$ cat src/spicd_pkg.sv
// Package for the serial clock divider search block.
// Holds the controller state type, the command/status structs and fixed constants.
// No dependencies.
`default_nettype none

package spicd_pkg;

  localparam logic [31:0] CLK_RESET_HZ = 32'd125000000;
  localparam logic [7:0]  PRESCALE_MIN = 8'd2;
  localparam logic [7:0]  PRESCALE_MAX = 8'd254;
  localparam logic [8:0]  POSTDIV_MAX  = 9'd256;

  typedef enum logic [3:0] {
    ST_IDLE,
    ST_PRE,
    ST_MUL,
    ST_POST_INIT,
    ST_POST,
    ST_DIV_INIT,
    ST_DIV,
    ST_DONE,
    ST_FAIL
  } state_t;

  typedef struct packed {
    logic load;
    logic pre_step;
    logic mul;
    logic post_init;
    logic post_step;
    logic div_init;
    logic div_step;
    logic out_load;
    logic out_err;
  } dp_cmd_t;

  typedef struct packed {
    logic pre_hit;
    logic pre_last;
    logic post_hit;
    logic post_two;
    logic div_last;
  } dp_sts_t;

endpackage

`default_nettype wire

$ cat src/spicd_ctrl.sv
// Controller for the serial clock divider search.
// Sequences prescaler search, post-divider search and division; owns handshakes.
// Depends on spicd_pkg.
`default_nettype none

module spicd_ctrl (
  input  wire                 clk,
  input  wire                 rst_n,
  input  wire                 in_valid,
  output logic                in_ready,
  output logic                out_valid,
  input  wire                 out_ready,
  output spicd_pkg::dp_cmd_t  cmd,
  input  spicd_pkg::dp_sts_t  sts
);
  import spicd_pkg::*;

  state_t state_r, state_nxt;
  logic   out_valid_r, out_valid_nxt;
  logic   out_free;

  assign out_free  = !out_valid_r || out_ready;
  assign in_ready  = (state_r == ST_IDLE);
  assign out_valid = out_valid_r;

  always_ff @(posedge clk) begin
    if (!rst_n) begin
      state_r     <= ST_IDLE;
      out_valid_r <= 1'b0;
    end else begin
      state_r     <= state_nxt;
      out_valid_r <= out_valid_nxt;
    end
  end

  // next state
  always_comb begin
    state_nxt = state_r;
    unique case (state_r)
      ST_IDLE:      if (in_valid) state_nxt = ST_PRE;
      ST_PRE: begin
        if (sts.pre_hit)       state_nxt = ST_MUL;
        else if (sts.pre_last) state_nxt = ST_FAIL;
      end
      ST_MUL:       state_nxt = ST_POST_INIT;
      ST_POST_INIT: state_nxt = ST_POST;
      ST_POST:      if (sts.post_hit || sts.post_two) state_nxt = ST_DIV_INIT;
      ST_DIV_INIT:  state_nxt = ST_DIV;
      ST_DIV:       if (sts.div_last) state_nxt = ST_DONE;
      ST_DONE:      if (out_free) state_nxt = ST_IDLE;
      ST_FAIL:      if (out_free) state_nxt = ST_IDLE;
      default:      state_nxt = ST_IDLE;
    endcase
  end

  // commands
  always_comb begin
    cmd = '0;
    unique case (state_r)
      ST_IDLE:      cmd.load = in_valid;
      ST_PRE:       cmd.pre_step = !sts.pre_hit;
      ST_MUL:       cmd.mul = 1'b1;
      ST_POST_INIT: cmd.post_init = 1'b1;
      // with no hit at post-divider 2 one more step leaves it at 1
      ST_POST:      cmd.post_step = !sts.post_hit;
      ST_DIV_INIT:  cmd.div_init = 1'b1;
      ST_DIV:       cmd.div_step = 1'b1;
      ST_DONE:      cmd.out_load = out_free;
      ST_FAIL: begin
        cmd.out_load = out_free;
        cmd.out_err  = 1'b1;
      end
      default:      cmd = '0;
    endcase
  end

  always_comb begin
    out_valid_nxt = out_valid_r;
    if (cmd.out_load)   out_valid_nxt = 1'b1;
    else if (out_ready) out_valid_nxt = 1'b0;
  end

endmodule

`default_nettype wire

$ cat src/spicd_dp.sv
// Datapath for the serial clock divider search: clock register, search
// accumulators, restoring divider and result registers.
// Depends on spicd_pkg.
`default_nettype none

module spicd_dp (
  input  wire                 clk,
  input  wire                 rst_n,
  input  wire                 cfg_we,
  input  wire  [31:0]         cfg_input_clock_hz,
  input  wire  [31:0]         in_requested_rate,
  input  spicd_pkg::dp_cmd_t  cmd,
  output spicd_pkg::dp_sts_t  sts,
  output logic [7:0]          out_prescale_value,
  output logic [7:0]          out_rate_field,
  output logic [30:0]         out_achieved_rate,
  output logic                out_too_low
);
  import spicd_pkg::*;

  logic [31:0] clk_hz_r;
  logic [31:0] rate_r;
  logic [7:0]  pre_r;
  logic [47:0] acc_r;   // (pre + 2) * 256 * rate
  logic [39:0] pr_r;    // pre * (rate + 1)
  logic [47:0] prod_r;  // pre * (post - 1) * (rate + 1)
  logic [15:0] d_r;     // pre * (post - 1)
  logic [8:0]  post_r;
  logic [15:0] den_r;
  logic [15:0] rem_r;
  logic [31:0] quo_r;
  logic [4:0]  cnt_r;

  logic [32:0] rate_p1;
  logic [39:0] pr_mul;
  logic [16:0] trial;
  logic        fits;
  logic [7:0]  rate_field;

  assign rate_p1    = {1'b0, rate_r} + 33'd1;
  assign pr_mul     = {32'd0, pre_r} * {7'd0, rate_p1};
  assign trial      = {rem_r, quo_r[31]};
  assign fits       = trial >= {1'b0, den_r};
  assign rate_field = 8'(post_r - 9'd1);

  // floor(clk / d) > rate  is  clk >= d * (rate + 1)
  assign sts.pre_hit  = {16'd0, clk_hz_r} < acc_r;
  assign sts.pre_last = (pre_r == PRESCALE_MAX);
  assign sts.post_hit = {16'd0, clk_hz_r} >= prod_r;
  assign sts.post_two = (post_r == 9'd2);
  assign sts.div_last = (cnt_r == 5'd31);

  always_ff @(posedge clk) begin
    if (!rst_n) begin
      clk_hz_r <= CLK_RESET_HZ;
    end else if (cfg_we) begin
      clk_hz_r <= cfg_input_clock_hz;
    end
  end

  always_ff @(posedge clk) begin
    if (cmd.load) begin
      rate_r <= in_requested_rate;
      pre_r  <= PRESCALE_MIN;
      acc_r  <= {6'd0, in_requested_rate, 10'd0};
    end
    if (cmd.pre_step) begin
      pre_r <= pre_r + 8'd2;
      acc_r <= acc_r + {7'd0, rate_r, 9'd0};
    end
    if (cmd.mul) begin
      pr_r <= pr_mul;
    end
    if (cmd.post_init) begin
      prod_r <= {pr_r, 8'd0} - {8'd0, pr_r};
      d_r    <= {pre_r, 8'd0} - {8'd0, pre_r};
      post_r <= POSTDIV_MAX;
    end
    if (cmd.post_step) begin
      prod_r <= prod_r - {8'd0, pr_r};
      d_r    <= d_r - {8'd0, pre_r};
      post_r <= post_r - 9'd1;
    end
    if (cmd.div_init) begin
      den_r <= d_r + {8'd0, pre_r};
      rem_r <= '0;
      quo_r <= clk_hz_r;
      cnt_r <= '0;
    end
    if (cmd.div_step) begin
      rem_r <= fits ? 16'(trial - {1'b0, den_r}) : trial[15:0];
      quo_r <= {quo_r[30:0], fits};
      cnt_r <= cnt_r + 5'd1;
    end
    if (cmd.out_load) begin
      if (cmd.out_err) begin
        out_prescale_value <= '0;
        out_rate_field     <= '0;
        out_achieved_rate  <= '0;
        out_too_low        <= 1'b1;
      end else begin
        out_prescale_value <= pre_r;
        out_rate_field     <= rate_field;
        out_achieved_rate  <= quo_r[30:0];
        out_too_low        <= 1'b0;
      end
    end
  end

endmodule

`default_nettype wire

$ cat src/spi_clock_divider_search.sv
// Serial clock divider search, top level.
// Joins the controller and the datapath; depends on spicd_pkg, spicd_ctrl, spicd_dp.
//
// Usage:
//   Input channel (in_valid/in_ready, in_requested_rate): one transaction per
//   request. in_ready is high only while the search engine is idle.
//   Result channel (out_valid/out_ready): prescaler, rate field, achieved rate
//   and the too_low flag, held in an output register until taken.
//   Config channel (cfg_valid/cfg_ready, cfg_input_clock_hz): always ready;
//   write it only while no request is in flight.
// Sequence: the prescaler search tries the even prescalers in turn (up to
//   127), the post-divider search tries dividers downwards from 256 (up to
//   255 of them), then the 32-bit restoring divider runs, with set-up and
//   hand-over in the states ST_MUL, ST_POST_INIT, ST_DIV_INIT and ST_DONE.
//   A too-low request tries every prescaler.
//   One request is processed at a time; the next is accepted as soon as the
//   previous result has entered the output register.
// Reset: input clock register returns to 125 MHz, no result pending.
// Receiver stall: the finished result waits in the output register; a new
//   request may be accepted and searched meanwhile, and its result waits
//   in the engine until the output register is free.
`default_nettype none

module spi_clock_divider_search (
  input  wire         clk,
  input  wire         rst_n,
  input  wire         cfg_valid,
  output logic        cfg_ready,
  input  wire  [31:0] cfg_input_clock_hz,
  input  wire         in_valid,
  output logic        in_ready,
  input  wire  [31:0] in_requested_rate,
  output logic        out_valid,
  input  wire         out_ready,
  output logic [7:0]  out_prescale_value,
  output logic [7:0]  out_rate_field,
  output logic [30:0] out_achieved_rate,
  output logic        out_too_low
);
  import spicd_pkg::*;

  dp_cmd_t cmd;
  dp_sts_t sts;

  assign cfg_ready = 1'b1;

  spicd_ctrl u_ctrl (
    .clk       (clk),
    .rst_n     (rst_n),
    .in_valid  (in_valid),
    .in_ready  (in_ready),
    .out_valid (out_valid),
    .out_ready (out_ready),
    .cmd       (cmd),
    .sts       (sts)
  );

  spicd_dp u_dp (
    .clk                (clk),
    .rst_n              (rst_n),
    .cfg_we             (cfg_valid && cfg_ready),
    .cfg_input_clock_hz (cfg_input_clock_hz),
    .in_requested_rate  (in_requested_rate),
    .cmd                (cmd),
    .sts                (sts),
    .out_prescale_value (out_prescale_value),
    .out_rate_field     (out_rate_field),
    .out_achieved_rate  (out_achieved_rate),
    .out_too_low        (out_too_low)
  );

endmodule

`default_nettype wire

$ cat config.mk
export PLATFORM = sky130hd
export DESIGN_NAME = spi_clock_divider_search
export DESIGN_NICKNAME = d
export VERILOG_FILES = /design/src/spicd_pkg.sv /design/src/spicd_ctrl.sv /design/src/spicd_dp.sv /design/src/spi_clock_divider_search.sv
export SDC_FILE = /design/constraint.sdc
export NUM_CORES = 1
export LEC_CHECK = 0
export BUFFER_PORTS_ARGS = -buffer_cell sky130_fd_sc_hd__buf_4
export CORE_MARGIN = 2
export CORE_UTILIZATION = 40
export DETAILED_ROUTE_END_ITERATION = 10
export RECOVER_POWER = 50
export REMOVE_ABC_BUFFERS = 1
export SLEW_MARGIN = 30
export SYNTH_ARGS = -nofsm -noshare
export SYNTH_HDL_FRONTEND = slang
export SYNTH_SLANG_ARGS = --single-unit
$ cat constraint.sdc
create_clock -name clk -period 7.65 [get_ports clk]
set_input_delay 1.1475 -clock clk [delete_from_list [all_inputs] [get_ports clk]]
set_output_delay 1.1475 -clock clk [all_outputs]
set_load 0.01 [all_outputs]
Yosys cells after proc, flatten, opt, wreduce, memory -nomap -nowiden
Index checks and enable logic that the tools add are counted.
- bits in registers: 355
- input bits: 69
- output and inout bits: 51
- word-level logic and storage cells: 97
- add/subtract/negate cells: 11
- multipliers: 1
- magnitude comparators: 3
- eq/ne operators: 16
- muxes and demuxes: 36
- reduce and logical (&&, ||, !) cells: 12
- operator list (operator ; count):
    48-bit two-way mux ; 4
    48-bit by 40-bit subtractor with 48-bit output ; 2
    16-bit two-way mux ; 5
    32-bit two-way mux ; 2
    48-bit by 41-bit adder with 48-bit output ; 1
    32-bit by 48-bit greater-or-equal comparator with 1-bit output ; 1
    32-bit by 48-bit less-than comparator with 1-bit output ; 1
    8-bit by 33-bit multiplier with 40-bit output ; 1
    32-bit by 1-bit adder with 33-bit output (second input constant) ; 1
    4-bit one-hot mux with 8 select lines ; 1
    16-bit by 8-bit subtractor with 16-bit output ; 2
    4-bit two-way mux ; 6
    9-bit two-way mux ; 2
    17-bit by 16-bit greater-or-equal comparator with 1-bit output ; 1
    16-bit by 8-bit adder with 16-bit output ; 1
    4-bit by 3-bit equality test with 1-bit output (second input constant) ; 4
    8-bit two-way mux ; 2
    16-bit subtractor ; 1
    1-bit two-way mux ; 12
    5-bit two-way mux ; 2
    9-bit by 2-bit equality test with 1-bit output (second input constant) ; 1
    9-bit by 1-bit subtractor with 9-bit output (second input constant) ; 1
    8-bit by 2-bit adder with 8-bit output (second input constant) ; 1
    4-bit by 2-bit equality test with 1-bit output (second input constant) ; 2
    14 further kinds ; 22

Depth between registers and ports, before layout
- depth after elaboration: 4
- mapped depth: 28
- depth with buffers taken out: 26

Cells and area by module
From an unflattened synthesis, not the netlist that was laid out.
- cell total of the unflattened synthesis: 2768
- area total of the unflattened synthesis: 27656.5 um2
- by module, submodules not included (module ; instances ; cells each ; area each (um2) ; sequential area each (um2)):
    spicd_dp ; 1 ; 2713 ; 27229.9 ; 9739.3
    spicd_ctrl ; 1 ; 53 ; 415.4 ; 100.1
    spi_clock_divider_search ; 1 ; 2 ; 11.3 ; 0.0

Worst setup path after synthesis
OpenSTA, ideal clock, no wires.
- path type: reg2reg
- start point: register u_ctrl.state_r[1]
- end point: register u_dp.d_r[10] (enable)
- setup time: 0.598 ns
- data arrival time: 5.697 ns
- data required time: 7.052 ns
- slack: 1.355 ns
- stages on the path, launching flop included: 4
- buffers on the path: 1
- period minus slack after synthesis: 6.295 ns
- cells stage by stage: dfxtp_1 clkbuf_1 nand2b_1 o21ai_0
- cells in the longest elaborated chain, start to end: 3
- elaborated cells between the ends (all ways): 5
- classes of those cells: 2 x eq/ne; 2 x mux; 1 x reduce/logical
- RTL lines (item ; RTL line ; RTL):
    from (decl) ; spicd_ctrl.sv:18 ; state_t state_r, state_nxt;
    from (signal assigned) ; spicd_ctrl.sv:31 ; state_r <= state_nxt;
    4-bit by 3-bit equality test with 1-bit output / 4-bit by 2-bit equality test with 1-bit output (equally long branches) ; spicd_ctrl.sv:59 ; unique case (state_r)
    1-bit two-way mux ; spicd_ctrl.sv:59 ;
    2-bit nonzero test (no line) (*) ; -- ;
    to (signal assigned) ; spicd_dp.sv:76 ; d_r <= {pre_r, 8'd0} - {8'd0, pre_r};
    to (signal assigned) ; spicd_dp.sv:81 ; d_r <= d_r - {8'd0, pre_r};
    to (decl) ; spicd_dp.sv:27 ; logic [15:0] d_r;
Every way passes the cells marked *; elsewhere a longest branch is shown, timed or not.
A chain may end at the register's enable or synchronous reset.

Final worst setup path
- start point: register u_dp.rate_r[0]
- end point: register u_dp.pr_r[36], data pin
- cells in the longest elaborated chain, start to end: 2
- RTL lines (item ; RTL line ; RTL):
    from (decl) ; spicd_dp.sv:22 ; logic [31:0] rate_r;
    from (signal assigned) ; spicd_dp.sv:63 ; rate_r <= in_requested_rate;
    32-bit by 1-bit adder with 33-bit output ; spicd_dp.sv:40 ; assign rate_p1 = {1'b0, rate_r} + 33'd1;
    8-bit by 33-bit multiplier with 40-bit output ; spicd_dp.sv:41 ; assign pr_mul = {32'd0, pre_r} * {7'd0, rate_p1};
    net u_dp.pr_mul[36] ; spicd_dp.sv:35 ; logic [39:0] pr_mul;
    to (signal assigned) ; spicd_dp.sv:72 ; pr_r <= pr_mul;
    to (decl) ; spicd_dp.sv:25 ; logic [39:0] pr_r;
The timed path passes the listed nets, and every way through them passes these cells.

==> summary.txt <==
Die Ht = 267.6 um
share of layout cells above drive strength 1 = 0.06266
ANT nets after route = 0
Worst Path Max Fanout = 10
number of flops mapped to enable cells by yosys = 303
Hold Path End = u_dp.clk_hz_r[1]
core box area = 68710 um2
Max Slew Vio Count = 297
biggest area consumer among synthesized cells = edfxtp_1
final hold violation count = 0
mapped cell area = 27790 um2
Iteration-0 DRC Markers = 1662
CP endpoint kind = flip-flop
vias in the first global route = 20970
Avg Cell Area, Syn = 9.514 um2
drc violations = 0
Antenna diodes = 0
Ports = 120
Routability Congestion = 0.8761
Clock Latency Late Sink = 0.60 ns
Yosys top cell area share = 0.3274
total wire length = 74.90 mm
IO Port Bufs = 117
R2R cell count = 21
Tot GR Track Use = 0.2082
wire per inst = 18.75 um
Via Count = 21630
Netlist cell types = 85
Slew headroom = -0.9555
DP Wirelength = 57.35 mm
most common cell in the netlist = nor2_1
Hold Buf Count CTS = 0
Core Rows = 96
TritonRoute pass-1 iters = 7
Crit path arrival time = 7.45 ns
worst hold start = u_dp.clk_hz_r[1]
r2r setup slk = 0.51 ns
Longest Clk Path Bufs = 3
Worst Setup SP = u_dp.rate_r[0]
Synth Warn # = 0
skew final = 0.04090 ns
DIE AREA = 71600 um2
Worst setup SP type = flip-flop
FF-to-FF Start = u_dp.rate_r[0]
cts bufs inserted = 41
CTS tree = done
Post-Syn Instances = 2921
H-tree Lvls = 2
clk sinks = 340
Top FF cell, synth = edfxtp_1
post-synthesis sequential area ratio = 0.3541
Hold Path Cell Cnt = 2
Setup CP Type = flip-flop to flip-flop
outcome = complete, but fails checks
GRT overflow = 0
Synth top cells by count = nor2_1, inv_1, nand2_1, edfxtp_1, ha_1
Synth-to-Final Area Change = 11.62%
violated checks = max-capacitance violations, max-slew violations
Period minus WS final = 7.138 ns
Max Fclk = 140.1 MHz
vias per cell = 5.414
initial core utilization = 0.4045
Die W = 267.6 um
Root Buffer = clkbuf_16
largest net degree at the start of global routing = 64
Slew @ Worst Pin = 2.933 ns
Post-synth ARST share = 0
clock transition at the registers of the reported paths = 0.06 ns
first-pass GRT wire length = 116.5 mm
Critical Path RT = 7.96 ns
Final setup viols = 0
unrepaired setup endpoints after global routing = no
fin crit share = 0.9330
# nets final = 3504
Worst Hold Class = flip-flop to flip-flop
#FFs+latches synth = 340
R2R Path End = u_dp.pr_r[36]
# Max-Cap Violations = 7
Area contributors post-synth = edfxtp_1, fa_1, ha_1, nor2_1, inv_1
final setup TNS = 0 ns
initial antenna violation count = 2
==> how the worst max path moves through the flow <==
stage | to
after floorplan | u_dp.out_achieved_rate[0]
after global placement | u_dp.pr_r[36]
after global routing | u_dp.pr_r[36]
final | u_dp.pr_r[36]
after CTS | u_dp.pr_r[36]
after detailed placement | u_dp.pr_r[36]
==> per-layer routing <==
layer  wire [um]  part of all wire  global-route usage  vias up
li1            -                 -                   -    10230
met1       34830              0.47              0.3021    10610
met2       33500              0.45              0.3252      667
met3        4847             0.065             0.02915      113
met4        1695             0.023             0.05451        4
met5          27           0.00036                   0        -
==> logic make-up after synthesis <==
family / share of synthesized area
AOI/OAI and AO/OA: 0.1193
xor gates and xnor gates: 0.06011
adders and majority gates: 0.2236
buffers and inverters: 0.05876
DFF: 0.3541
muxes: 0.01923
other: 0.0002702
and+or+nand+nor: 0.1647
==> flip-flops by register name, summed over array words and instances (netlist names), 4 cells and up <==
signal,cells
u_dp.cnt_r,5
u_dp.acc_r,39
u_dp.clk_hz_r,32
u_dp.pr_r,39
u_dp.rate_r,32
u_dp.out_prescale_value,7
u_ctrl.state_r,4
u_dp.rem_r,16
u_dp.prod_r,47
u_dp.quo_r,32
u_dp.out_rate_field,8
u_dp.pre_r,7
u_dp.d_r,15
u_dp.out_achieved_rate,31
u_dp.post_r,9
u_dp.den_r,15
==> what timing repair did <==
item | in CTS | in global routing
setup endpoints to repair | 0 | 4
resized for setup | 0 | 2
setup buffers | 0 | 0
==> worst max-delay path, cell delays in order, from the launching register on <==
cell      delay [ns]
edfxtp_1        0.53
nand3_1         0.24
nor2_1          0.20
and4_1          0.24
and2_1          0.29
nand3_1         0.13
xor2_1          0.45
nor2_1          0.12
fa_1            0.57
fa_1            0.45
fa_1            0.54
inv_1           0.05
fa_1            0.52
inv_1           0.05
ha_1            0.35
nand2_1         0.12
or3_1           0.42
o311ai_1        0.55
a41oi_1         0.36
o41ai_1         0.39
a21oi_1         0.13
xnor2_1         0.13
==> area by class of cell <==
cell class                 count  area (um2)
timing repair buffer         150       865.8
fill                        6685       37690
tap                          931        1165
sequential                   340        9839
clock inverter                23       309.0
multi-input combinational   2162       16390
inverter                     337        1265
clock buffer                  52        1182
==> placed cells by master, fill, tap and decap left out, types with 9 or more instances in the layout <==
master	n
nand3_1	45
a21o_1	71
and3_1	23
o21ai_1	61
clkinv_2	9
o31ai_1	13
nor3_1	40
o21a_1	29
xor2_1	59
dfxtp_1	37
clkbuf_1	80
nand2b_1	31
mux2i_1	50
o211ai_1	15
a31oi_1	13
a211oi_1	15
or3_1	19
o21bai_1	15
clkbuf_16	45
o21ai_0	78
xnor2_1	126
inv_1	335
nor2_1	345
nand2_1	307
fa_1	156
and2_1	30
a21oi_1	133
nand4_1	28
buf_4	65
nor4_1	25
ha_1	247
nor2b_1	44
edfxtp_1	303
==> per-stage QoR <==
step / hold slack, ns / worst slack (ns) / cells / area, um2 / util
after floorplan: 0.4604 / 0.5521 / 2839 / 27440 / -
after global placement: 0.4737 / 0.5901 / 3919 / 29790 / 0.4336
after detailed placement: 0.4840 / 0.4512 / 3920 / 29830 / 0.4341
after CTS: 0.5014 / 0.3670 / 3995 / 31320 / 0.4558
after global routing: 0.5265 / 0.03169 / 3995 / 31020 / 0.4515
final: 0.5047 / 0.5125 / 3995 / 31020 / 0.4515
Power is left out: the tool's default activity adds up to more than one toggle a clock period on the data nets, which glitch-free logic cannot reach.
